$ cat config.mk
export PLATFORM = sky130hd
export DESIGN_NAME = voxel_parity_fill_top_flat
export DESIGN_NICKNAME = d
export VERILOG_FILES = /design/src/vpf_pkg.sv /design/src/vpf_if.sv /design/src/vpf_ram.sv /design/src/vpf_scan.sv /design/src/vpf_core.sv /design/src/voxel_parity_fill_top.sv /design/src/flat_wrapper.sv
export SDC_FILE = /design/constraint.sdc
export NUM_CORES = 2
export LEC_CHECK = 0
export BUFFER_PORTS_ARGS = -buffer_cell sky130_fd_sc_hd__buf_4
export CORE_UTILIZATION = 40
export CTS_CLUSTER_DIAMETER = 200
export DETAILED_ROUTE_END_ITERATION = 6
export PLACE_DENSITY = 0.52
export SLEW_MARGIN = 5
export SYNTH_ARGS = -nofsm -noshare
export SYNTH_HDL_FRONTEND = slang
export SYNTH_SLANG_ARGS = --single-unit
export TNS_END_PERCENT = 10
$ cat constraint.sdc
create_clock -name clk -period 90.4 [get_ports clk]
set_input_delay 4.52 -clock clk [delete_from_list [all_inputs] [get_ports clk]]
set_output_delay 4.52 -clock clk [all_outputs]
set_load 0.01 [all_outputs]
$ cat src/vpf_pkg.sv
// ============================================================================
// vpf_pkg - shared types and constants for the voxel parity fill block
// Volume limits, derived widths, register indexes and the position record
// handed from the scan counters to the parity core.
// ============================================================================
`default_nettype none

package vpf_pkg;

    // Largest volume the parity stores are sized for
    localparam int MAX_X = 32;
    localparam int MAX_Y = 32;
    localparam int MAX_Z = 32;

    // Width of a dimension register as seen on the configuration port
    localparam int DIM_W = 6;
    localparam logic [DIM_W-1:0] DIM_RESET = DIM_W'(32);

    // Position counter widths (at least one bit each)
    localparam int X_W = (MAX_X > 1) ? $clog2(MAX_X) : 1;
    localparam int Y_W = (MAX_Y > 1) ? $clog2(MAX_Y) : 1;
    localparam int Z_W = (MAX_Z > 1) ? $clog2(MAX_Z) : 1;

    // Width for end-of-line compares: holds a clamped dimension and position + 1
    localparam int MAX_DIM = (MAX_X > MAX_Y) ? ((MAX_X > MAX_Z) ? MAX_X : MAX_Z)
                                             : ((MAX_Y > MAX_Z) ? MAX_Y : MAX_Z);
    localparam int CMP_W = ($clog2(MAX_DIM + 1) > DIM_W) ? $clog2(MAX_DIM + 1) : DIM_W;

    // z parity plane: one bit per (x, y) position
    localparam int PLANE_DEPTH = MAX_X * MAX_Y;
    localparam int PLANE_AW = (PLANE_DEPTH > 1) ? $clog2(PLANE_DEPTH) : 1;
    localparam logic [PLANE_AW-1:0] ROW_STRIDE = PLANE_AW'(MAX_X);
    localparam logic [PLANE_AW-1:0] PLANE_LAST = PLANE_AW'(PLANE_DEPTH - 1);

    // Configuration register indexes
    localparam int REG_IDX_W = 2;
    localparam logic [REG_IDX_W-1:0] REG_DIM_X = 2'd0;
    localparam logic [REG_IDX_W-1:0] REG_DIM_Y = 2'd1;
    localparam logic [REG_IDX_W-1:0] REG_DIM_Z = 2'd2;

    // Position of one voxel in the scan, with its plane address
    typedef struct packed {
        logic [X_W-1:0]      x;
        logic [Y_W-1:0]      y;
        logic [Z_W-1:0]      z;
        logic [PLANE_AW-1:0] addr;
        logic                last;
    } vpf_item_t;

    // Core status seen by the top level
    typedef struct packed {
        logic clearing;
        logic s1_valid;
        logic can_take;
    } vpf_status_t;

    // Zero acts as one, anything above the limit acts as the limit
    function automatic logic [CMP_W-1:0] clamp_dim(input logic [DIM_W-1:0] d,
                                                   input int maxv);
        logic [CMP_W-1:0] r;
        if (d == '0)
            r = CMP_W'(1);
        else if (CMP_W'(d) > CMP_W'(maxv))
            r = CMP_W'(maxv);
        else
            r = CMP_W'(d);
        return r;
    endfunction

endpackage

`default_nettype wire

$ cat src/vpf_if.sv
// ============================================================================
// vpf_if - valid/ready channels of the voxel parity fill block
// One interface for the incoming voxel stream and one for the results.
// ============================================================================
`default_nettype none

interface vpf_in_if;
    logic valid;
    logic ready;
    logic surface;

    modport source (output valid, output surface, input ready);
    modport sink   (input valid, input surface, output ready);
endinterface

interface vpf_out_if;
    logic valid;
    logic ready;
    logic filled;
    logic last_voxel;

    modport source (output valid, output filled, output last_voxel, input ready);
    modport sink   (input valid, input filled, input last_voxel, output ready);
endinterface

`default_nettype wire

$ cat src/vpf_ram.sv
// ============================================================================
// vpf_ram - generic single-port-write, single-port-read RAM
// One write and one registered read per cycle; read returns the old data
// when both touch the same address in the same cycle.
// ============================================================================
`default_nettype none

module vpf_ram #(
    parameter int WIDTH = 1,
    parameter int DEPTH = 1024,
    parameter int AW    = (DEPTH > 1) ? $clog2(DEPTH) : 1
) (
    input  wire logic             clk,
    input  wire logic             we,
    input  wire logic [AW-1:0]    waddr,
    input  wire logic [WIDTH-1:0] wdata,
    input  wire logic             re,
    input  wire logic [AW-1:0]    raddr,
    output logic      [WIDTH-1:0] rdata
);

    logic [WIDTH-1:0] mem [DEPTH];
    logic [WIDTH-1:0] rdata_reg;

    always_ff @(posedge clk)
    begin
        if (we)
        begin
            mem[waddr] <= wdata;
        end
        if (re)
        begin
            rdata_reg <= mem[raddr];
        end
    end

    assign rdata = rdata_reg;

endmodule

`default_nettype wire

$ cat src/vpf_scan.sv
// ============================================================================
// vpf_scan - dimension registers and raster position counters
// Hold the x, y, z position of the next voxel and advance it per transfer.
// ============================================================================
`default_nettype none

module vpf_scan (
    input  wire logic                           clk,
    input  wire logic                           rst_n,
    input  wire logic                           wr_en,
    input  wire logic [vpf_pkg::REG_IDX_W-1:0]  wr_index,
    input  wire logic [vpf_pkg::DIM_W-1:0]      wr_data,
    input  wire logic                           accept,
    output vpf_pkg::vpf_item_t                  item
);
    import vpf_pkg::*;

    logic [DIM_W-1:0] dim_x_reg, dim_y_reg, dim_z_reg;
    logic [X_W-1:0]   pos_x_reg, pos_x_next;
    logic [Y_W-1:0]   pos_y_reg, pos_y_next;
    logic [Z_W-1:0]   pos_z_reg, pos_z_next;
    logic [CMP_W-1:0] dx, dy, dz;
    logic             end_x, end_y, end_z;

    always_ff @(posedge clk or negedge rst_n)
    begin
        if (!rst_n)
        begin
            dim_x_reg <= DIM_RESET;
            dim_y_reg <= DIM_RESET;
            dim_z_reg <= DIM_RESET;
        end
        else if (wr_en)
        begin
            case (wr_index)
                REG_DIM_X: dim_x_reg <= wr_data;
                REG_DIM_Y: dim_y_reg <= wr_data;
                REG_DIM_Z: dim_z_reg <= wr_data;
                default:   ;
            endcase
        end
    end

    assign dx = clamp_dim(dim_x_reg, MAX_X);
    assign dy = clamp_dim(dim_y_reg, MAX_Y);
    assign dz = clamp_dim(dim_z_reg, MAX_Z);

    // A counter at or past its new last index counts as at the end
    assign end_x = (CMP_W'(pos_x_reg) + CMP_W'(1)) >= dx;
    assign end_y = (CMP_W'(pos_y_reg) + CMP_W'(1)) >= dy;
    assign end_z = (CMP_W'(pos_z_reg) + CMP_W'(1)) >= dz;

    always_comb
    begin
        pos_x_next = pos_x_reg;
        pos_y_next = pos_y_reg;
        pos_z_next = pos_z_reg;
        if (!end_x)
        begin
            pos_x_next = pos_x_reg + X_W'(1);
        end
        else
        begin
            pos_x_next = '0;
            if (!end_y)
            begin
                pos_y_next = pos_y_reg + Y_W'(1);
            end
            else
            begin
                pos_y_next = '0;
                pos_z_next = end_z ? '0 : pos_z_reg + Z_W'(1);
            end
        end
    end

    always_ff @(posedge clk or negedge rst_n)
    begin
        if (!rst_n)
        begin
            pos_x_reg <= '0;
            pos_y_reg <= '0;
            pos_z_reg <= '0;
        end
        else if (accept)
        begin
            pos_x_reg <= pos_x_next;
            pos_y_reg <= pos_y_next;
            pos_z_reg <= pos_z_next;
        end
    end

    always_comb
    begin
        item.x    = pos_x_reg;
        item.y    = pos_y_reg;
        item.z    = pos_z_reg;
        item.addr = PLANE_AW'(pos_y_reg) * ROW_STRIDE + PLANE_AW'(pos_x_reg);
        item.last = end_x && end_y && end_z;
    end

endmodule

`default_nettype wire

$ cat src/vpf_core.sv
// ============================================================================
// vpf_core - parity stores, working stage and result register
// Toggle the x, y and z parities for one voxel per cycle while results are
// taken, and register the filled flag; clear the z plane after reset.
// ============================================================================
`default_nettype none

module vpf_core (
    input  wire logic                clk,
    input  wire logic                rst_n,
    input  wire logic                accept,
    input  wire logic                surface,
    input  wire vpf_pkg::vpf_item_t  item,
    output vpf_pkg::vpf_status_t     status,
    vpf_out_if.source                result
);
    import vpf_pkg::*;

    // Clearing pass over the z plane
    logic                clr_active_reg;
    logic [PLANE_AW-1:0] clr_addr_reg;

    // Working stage
    logic       s1_valid_reg;
    vpf_item_t  s1_item_reg;
    logic       s1_surface_reg;

    // Parity stores held in flops
    logic             x_parity_reg;
    logic [MAX_X-1:0] y_row_reg;

    // Last plane write, forwarded over a same-cycle read
    logic                fwd_valid_reg;
    logic [PLANE_AW-1:0] fwd_addr_reg;
    logic                fwd_data_reg;

    // Result register
    logic out_valid_reg, out_filled_reg, out_last_reg;

    logic                ram_we;
    logic [PLANE_AW-1:0] ram_waddr;
    logic                ram_wdata;
    logic                ram_rdata;
    logic                z_stored;
    logic                px, py, pz;
    logic                s1_adv;

    vpf_ram #(
        .WIDTH (1),
        .DEPTH (PLANE_DEPTH),
        .AW    (PLANE_AW)
    ) u_plane (
        .clk   (clk),
        .we    (ram_we),
        .waddr (ram_waddr),
        .wdata (ram_wdata),
        .re    (accept),
        .raddr (item.addr),
        .rdata (ram_rdata)
    );

    assign s1_adv = s1_valid_reg && (!out_valid_reg || result.ready);

    assign z_stored = (fwd_valid_reg && fwd_addr_reg == s1_item_reg.addr)
                      ? fwd_data_reg : ram_rdata;

    // Stored parity counts as zero on the first voxel of its line
    assign px = ((s1_item_reg.x == '0) ? 1'b0 : x_parity_reg) ^ s1_surface_reg;
    assign py = ((s1_item_reg.y == '0) ? 1'b0 : y_row_reg[s1_item_reg.x]) ^ s1_surface_reg;
    assign pz = ((s1_item_reg.z == '0) ? 1'b0 : z_stored) ^ s1_surface_reg;

    assign ram_we    = clr_active_reg || s1_adv;
    assign ram_waddr = clr_active_reg ? clr_addr_reg : s1_item_reg.addr;
    assign ram_wdata = clr_active_reg ? 1'b0 : pz;

    always_ff @(posedge clk or negedge rst_n)
    begin
        if (!rst_n)
        begin
            clr_active_reg <= 1'b1;
            clr_addr_reg   <= '0;
        end
        else if (clr_active_reg)
        begin
            if (clr_addr_reg == PLANE_LAST)
            begin
                clr_active_reg <= 1'b0;
            end
            clr_addr_reg <= clr_addr_reg + PLANE_AW'(1);
        end
    end

    always_ff @(posedge clk or negedge rst_n)
    begin
        if (!rst_n)
        begin
            s1_valid_reg  <= 1'b0;
            x_parity_reg  <= 1'b0;
            y_row_reg     <= '0;
            fwd_valid_reg <= 1'b0;
            out_valid_reg <= 1'b0;
        end
        else
        begin
            if (accept)
            begin
                s1_valid_reg <= 1'b1;
            end
            else if (s1_adv)
            begin
                s1_valid_reg <= 1'b0;
            end

            if (s1_adv)
            begin
                x_parity_reg               <= px;
                y_row_reg[s1_item_reg.x]   <= py;
                fwd_valid_reg              <= 1'b1;
                out_valid_reg              <= 1'b1;
            end
            else if (result.ready)
            begin
                out_valid_reg <= 1'b0;
            end
        end
    end

    // Payload registers
    always_ff @(posedge clk)
    begin
        if (accept)
        begin
            s1_item_reg    <= item;
            s1_surface_reg <= surface;
        end
        if (s1_adv)
        begin
            fwd_addr_reg   <= s1_item_reg.addr;
            fwd_data_reg   <= pz;
            out_filled_reg <= px | py | pz;
            out_last_reg   <= s1_item_reg.last;
        end
    end

    assign result.valid      = out_valid_reg;
    assign result.filled     = out_filled_reg;
    assign result.last_voxel = out_last_reg;

    always_comb
    begin
        status.clearing = clr_active_reg;
        status.s1_valid = s1_valid_reg;
        status.can_take = !clr_active_reg && (!s1_valid_reg || s1_adv);
    end

endmodule

`default_nettype wire

$ cat src/voxel_parity_fill_top.sv
// ============================================================================
// voxel_parity_fill_top - scanline parity fill of a voxel volume
// Surface bits in, filled bits out, one voxel per clock while results are taken.
// ============================================================================
// Surface voxel bits arrive on the voxel channel in raster order, x fastest,
// then y, then z, and each transfer gives exactly one result on the result
// channel: filled is set when the running inside parity along x, along y or
// along z (taken after this voxel's toggle) is one, and last_voxel marks the
// final voxel of the volume, after which the position counters wrap to the
// origin. The volume size comes from dim_x, dim_y and dim_z (register
// indexes 0, 1 and 2 on wr_en/wr_index/wr_data); zero acts as one and a
// value above 32 acts as 32. Change them only while the block is idle; a
// write takes effect at once and does not move the counters. Throughput is
// one voxel per clock while results are taken: the position counters form
// the plane address, the z parity plane (a 1024 x 1 RAM with registered
// read) is read on the transfer, and the toggled bit is written back when
// the working stage moves on, as the result is registered; a forwarding
// register covers a read that meets the write of the previous voxel. A
// result passes through the working stage and the result register before
// it is offered. While a result waits to be taken the voxel channel accepts
// one more voxel into the working stage and then holds ready low until the
// result moves on; voxel ready follows result ready in the same cycle. After
// reset the block clears the z plane, one entry a clock, with voxel ready
// held low; configuration writes are taken during that time.
// ============================================================================
`default_nettype none

module voxel_parity_fill_top (
    input  wire logic                           clk,
    input  wire logic                           rst_n,
    input  wire logic                           wr_en,
    input  wire logic [vpf_pkg::REG_IDX_W-1:0]  wr_index,
    input  wire logic [vpf_pkg::DIM_W-1:0]      wr_data,
    vpf_in_if.sink                              voxel,
    vpf_out_if.source                           result
);
    import vpf_pkg::*;

    vpf_item_t   item;
    vpf_status_t status;
    logic        accept;

    // Take a voxel whenever the working stage is free or moving on and the z plane is not being cleared
    assign voxel.ready = status.can_take;
    assign accept      = voxel.valid && status.can_take;

    // Position counters and dimension registers
    vpf_scan u_scan (
        .clk      (clk),
        .rst_n    (rst_n),
        .wr_en    (wr_en),
        .wr_index (wr_index),
        .wr_data  (wr_data),
        .accept   (accept),
        .item     (item)
    );

    // Parity stores, working stage and result register
    vpf_core u_core (
        .clk     (clk),
        .rst_n   (rst_n),
        .accept  (accept),
        .surface (voxel.surface),
        .item    (item),
        .status  (status),
        .result  (result)
    );

    // No voxel transfer while the z plane is being cleared
    assert property (@(posedge clk) disable iff (!rst_n)
        status.clearing |-> !voxel.ready)
    else $error("voxel accepted during plane clearing");

    // A transfer always lands in the working stage
    assert property (@(posedge clk) disable iff (!rst_n)
        accept |=> status.s1_valid)
    else $error("accepted voxel lost before the working stage");

    // The last voxel of the volume wraps the counters to the origin
    assert property (@(posedge clk) disable iff (!rst_n)
        (accept && item.last) |=> (item.x == '0 && item.y == '0 && item.z == '0))
    else $error("counters did not wrap after the last voxel");

endmodule

`default_nettype wire
$ cat src/flat_wrapper.sv
// flat-port wrapper written by rule: the top's interface ports become plain ports
module voxel_parity_fill_top_flat import vpf_pkg::*;
  (clk, rst_n, wr_en, wr_index, wr_data, voxel_valid, voxel_surface, voxel_ready, result_valid, result_filled, result_last_voxel, result_ready);
  vpf_in_if voxel_i ();
  vpf_out_if result_i ();
  input  wire logic clk;
  input  wire logic rst_n;
  input  wire logic wr_en;
  input  wire logic [vpf_pkg::REG_IDX_W-1:0] wr_index;
  input  wire logic [vpf_pkg::DIM_W-1:0] wr_data;
  input wire logic [$bits(voxel_i.valid)-1:0] voxel_valid;
  input wire logic [$bits(voxel_i.surface)-1:0] voxel_surface;
  output wire logic [$bits(voxel_i.ready)-1:0] voxel_ready;
  output wire logic [$bits(result_i.valid)-1:0] result_valid;
  output wire logic [$bits(result_i.filled)-1:0] result_filled;
  output wire logic [$bits(result_i.last_voxel)-1:0] result_last_voxel;
  input wire logic [$bits(result_i.ready)-1:0] result_ready;
  assign voxel_i.valid = voxel_valid;
  assign voxel_i.surface = voxel_surface;
  assign voxel_ready = voxel_i.ready;
  assign result_valid = result_i.valid;
  assign result_filled = result_i.filled;
  assign result_last_voxel = result_i.last_voxel;
  assign result_i.ready = result_ready;
  voxel_parity_fill_top u_core (.clk(clk), .rst_n(rst_n), .wr_en(wr_en), .wr_index(wr_index), .wr_data(wr_data), .voxel(voxel_i), .result(result_i));
endmodule
# Word-level counts from Yosys, hierarchy flattened
# Memories as Yosys holds them, arrays and structs flattened. A register that Yosys moved wholly into a read port is not among the register bits.
# Index checks and enable logic that the tools add are counted.
# op_classes
add_sub_neg	8
order_cmp	8
n_eq_ne	4
muxes	28
bitwise_logic	5
reduce_logical	27
# ops
op	n
6-bit 2-to-1 mux	6
32-bit bitwise mux	1
5-bit by 1-bit adder with 6-bit output, second input constant	3
6-bit greater-or-equal comparator	3
6-bit > comparator, second input constant	3
6-bit zero test	3
5-bit by 1-bit adder with 5-bit output, second input constant	3
5-bit zero test	3
1-bit 2-to-1 mux	15
5-bit 2-to-1 mux	3
10-bit by 1-bit adder with 10-bit output, second input constant	1
10-bit by 5-bit adder with 10-bit output	1
10-bit equality test	1
10-bit equality test, second input constant	1
10-bit 2-to-1 mux	1
2-bit AND reduction	4
1-bit logical AND	7
5-bit by 6-bit less-than comparator with 1-bit output, second input constant	1
1-bit binary-select mux with 5-bit select	1
1-bit demux with 5-bit select	1
5-bit by 1-bit greater-or-equal comparator with 1-bit output, second input constant	1
2-bit nonzero test	2
1-bit zero test	3
1-bit logical OR	3
6 further kinds	9
# totals
reg_bits	120
ram_bits	1024
inputBits	14
output_inout_bits	4
elab_cells	104
n_memories	1
# memory_table
name	words	word_bits	rd	rd_ports_with_merged_regs	wr	line_no	text
u_core.u_core.u_plane.mem	1024	1	1	1	1	vpf_ram.sv:22	logic [WIDTH-1:0] mem [DEPTH];

# Longest topological paths before layout
# depth
word_depth	7
ltp_mapped	14
depth_no_buf	12

# Hierarchy
# Synthesis repeated with hierarchy kept, for this count alone.
# hier_totals
hier_cells	3759
hier_area_um2	51580.7
# modules_own_cells
mod	instances	cells_per_inst	area_per_inst_um2	seq_area_each_um2
vpf_ram	1	3112	44666.6	30779.5
vpf_core	1	448	4827.1	2378.5
vpf_scan	1	198	2080.7	829.5
voxel_parity_fill_top	1	1	6.3	0.0

# Worst setup path after synthesis
# OpenSTA, ideal clock, no wires.
# synth_path
path_type	reg-to-reg
start	register u_core.u_core.s1_item_reg[22] (netlist name)
end	memory u_core.u_core.u_plane.mem[0], data pin
setup_time_ns	4.949
arrival_ns	25.112
path_slack_ns	60.339
stages_incl_launch_ff	9
path_cell_list	edfxtp_1 clkbuf_1 xnor2_1 nand4_1 nor3_1 mux2i_1 a21oi_1 xnor2_1 nor2_1
# synth_rtl
element	line_no
end: declaration	vpf_ram.sv:22

# Final worst setup path
# layout_path
start	input result_ready
end	output voxel_ready
# layout_via
elab_chain_len	4
# layout_rtl
element	line_no	text
start: declaration	flat_wrapper.sv:17	input wire logic [$bits(result_i.ready)-1:0] result_ready;
1-bit logical OR	vpf_core.sv:62	assign s1_adv = s1_valid_reg && (!out_valid_reg || result.ready);
1-bit logical AND	vpf_core.sv:62	
1-bit logical OR	vpf_core.sv:153	status.can_take = !clr_active_reg && (!s1_valid_reg || s1_adv);
1-bit logical AND	vpf_core.sv:153	
end: declaration	flat_wrapper.sv:13	output wire logic [$bits(voxel_i.ready)-1:0] voxel_ready;
# No other way between the ends.

==> metrics.txt <==
final layout net count about 3.6k; PortBufs 17; Tmin final 9.634 ns; Clock Skew 0.02432 ns; largest net degree at the start of global routing 235; prevailing post-synth register cell edfxtp_1; gr ovfl total 0; Cell variety after synth 65; antenna viol nets, final 0; Power Density around 29 nW/um^2; Clock transition at path regs around 0.060 ns; max reg flops 1024; critical path class in -> out; hpwl dp ~70000 um; CP endpoint kind primary output; Req. time, crit path 85.88 ns; Synth Instances about 3.7k; Combinational Power Share 25.8%; RSZ-0062 raised after global routing false; initial drt markers 3114; Clk pwr share a little under a third; DRC 0; H-tree depth 4; cell mode on critical path buf_4; final setup TNS 0 ns; Worst Tran Pin Value 1.215 ns; Reg power frac around 43%; post_cts resized 0; CP max-delay cell buf_4; Worst Setup SP result_ready; Rel. slew slack 18.85%; Filler Cell Count around 11k; Critical Path AT 5.11 ns; R2R depth 10; Final Setup Violations 0; Sw Pwr 501.2 uW; initial core utilization 40.47%; synthesized area per cell approximately 14 um^2; CTS tree yes; share of cells above drive strength 1 ~14%; Vias 30.31k; CTS Sinks 1135; drt wl/cell 26.96 um; Placer Congestion roughly 0.75; Antenna Cells 0; worst setup slack after placement 80.75 ns; Die Span X 356.6 um; CP Max Fanout 2; Internal 1112 uW; Max-Cap Viols 0; Core Area 124300 um^2; Post-CTS Setup Bufs 0; Ys Warns 0; hold path depth 0; final slew viol count 0; number of global-route vias before repair 29.68k; hold buffers post-CTS 0; FF+latch count, synth 1135; clock buffer depth 3; Sw Share a little under a third; Tot GR Track Use 22.44%; Post-synth EDFFs 1055; Core Util, Final between 40% and 50%; ys async rst share under 10%; Die Y 356.6 um; total CTS buffers 130; hold path startpoint u_core.u_core.s1_item_reg[0]; outcome finished, final reports clean; die area 127200 um^2; leakage 0.01714 uW; worst-path cell chain buf_4 > nor2b_1 > a21oi_1 > buf_4; Max stage delay on crit path about 0.21 ns; antenna violations before repair 2; worst hold path class reg -> reg; TritonRoute pass-1 iters 5; final hold vios 0; FP Rows 129; DR vias/cell about 5.7; Setup WS post-layout 80.77 ns; synthesized net count 3695; Seq/Total Area, Yosys 66.98%; Peak VDD IR 0.03175 mV; Syn Std Cell Area 50290 um^2; first-pass GRT wire length around 210000 um; Final Cycle Share 10.66%; area grow syn2layout 10.59%; placed cells 5062; IO Pins 18; Non-Filler Instances 5286; CP startpoint kind primary input; Root Buffer clkbuf_16; WL final 142500 um; Skew-Pair Late Insertion Delay 0.73 ns; fmax just over 100 MHz; Reg-to-Reg Start u_core.u_core.s1_item_reg[21]
worst paths after layout:
check,endpoint,slack (ns)
max in group asynchronous,u_core.u_scan.dim_x_reg[3],85.67
min reg2reg,u_core.u_core.result.last_voxel,0.43
max,voxel_ready,80.77
min,u_core.u_core.result.last_voxel,0.43
min in group asynchronous,u_core.u_core.clr_addr_reg[0],3.74
max reg2reg,u_core.u_core.u_plane.mem[362],84.97
cell type report:
cell class              count  area (um^2)  area share (%)
clock buffers             169         3558           6.398
clock inverters            55        425.4          0.7649
inverters                  17        63.81          0.1147
multi-input cells        2191        15130           27.20
flip-flops and latches   1135        33700           60.60
well taps                1637         2048           3.683
repair buffers             82        690.7           1.242
power by group through the flow:
| stage | clock (uW) | combinational (uW) | sequential, uW |
|---|---|---|---|
| after floorplan | 0 | 305 | 801 |
| after global placement | 0 | 417 | 706 |
| after detailed placement | 0 | 418 | 707 |
| after CTS | 510 | 419 | 696 |
| after global routing | 530 | 448 | 698 |
| final | 500 | 417 | 696 |
per-layer routing:
metal | up-vias | part of all wire [%] | global-route usage (%)
li1 | 13280 | - | -
met5 | - | 0.0091 | 0
met1 | 15820 | 42 | 30.00
met4 | 2 | 3.2 | 7.803
met3 | 249 | 6.3 | 3.985
met2 | 955 | 48 | 36.82
through the flow:
step	power (uW)	hold WS, ns	area, um^2
after global routing	1676	0.4452	55620
final	1613	0.4259	55620
after detailed placement	1125	0.4147	51630
after floorplan	1106	0.4003	50290
after global placement	1123	0.4017	51630
after CTS	1625	0.4311	55620
critical path: cells and delay by family:
| family | cells | cell delay, ns |
|---|---|---|
| AO/OA/AOI/OAI | 1 | 0.11 |
| buffers and inverters | 2 | 0.32 |
| AND/OR/NAND/NOR | 1 | 0.16 |
cell families (layout without fill, tap and decap cells):
group | after synthesis | after routing | synth area share [%]
AO/OA/AOI/OAI | 306 | 306 | 4.299
buffers and inverters | 333 | 323 | 3.237
adder cells (fa/ha/maj) | 22 | 22 | 0.5473
AND/OR/NAND/NOR | 1412 | 1412 | 11.24
XOR/XNOR | 31 | 31 | 0.5398
multiplexers | 420 | 420 | 13.16
flip-flops | 1135 | 1135 | 66.98
cell usage after synthesis (15+ instances only):
library cell  instances  area [um^2]
a21o_1               15        112.6
a21oi_1              48        240.2
a22oi_1              18        135.1
buf_1                24        90.09
buf_2                16        80.08
buf_6                22        247.7
clkbuf_1            236        885.9
dfrtp_1              76         1902
edfxtp_1           1055        31680
ha_1                 22        275.3
inv_1                16        60.06
mux2_2               62        698.2
mux2i_1             179         1792
mux4_1               26        683.2
mux4_2              153         3446
nand2_1             168        630.6
nand2b_1             22        137.6
nand3_1              30        150.1
nor2_1             1073         4028
nor3_1               48        240.2
o21ai_0              38        190.2
o221ai_1             74        648.1
o22ai_1              46        287.8
xnor2_1              26        227.7
layout by cell type (no fill, tap or decap), types with 10 or more instances in the layout:
master | Yosys | layout
xnor2_1 | 26 | 25
a21oi_1 | 48 | 48
dfrtp_1 | 76 | 71
mux2_2 | 62 | 62
nand2_2 | 0 | 15
nand4_1 | 13 | 13
o221ai_1 | 74 | 74
inv_1 | 16 | 14
nand2b_1 | 22 | 21
nand2_1 | 168 | 147
o22ai_1 | 46 | 46
clkbuf_1 | 236 | 31
a221oi_1 | 10 | 10
edfxtp_1 | 1055 | 1055
clkbuf_16 | 0 | 137
buf_4 | 6 | 76
a21o_1 | 15 | 15
nor3_1 | 48 | 48
clkinv_1 | 1 | 24
a22oi_1 | 18 | 18
clkinv_2 | 0 | 19
o21ai_0 | 38 | 38
mux4_2 | 153 | 153
nor4_1 | 11 | 11
nor2_1 | 1073 | 1072
ha_1 | 22 | 22
mux2i_1 | 179 | 179
nand3_1 | 30 | 29
mux4_1 | 26 | 26
Note: power is estimated with default switching activity, not from simulation.
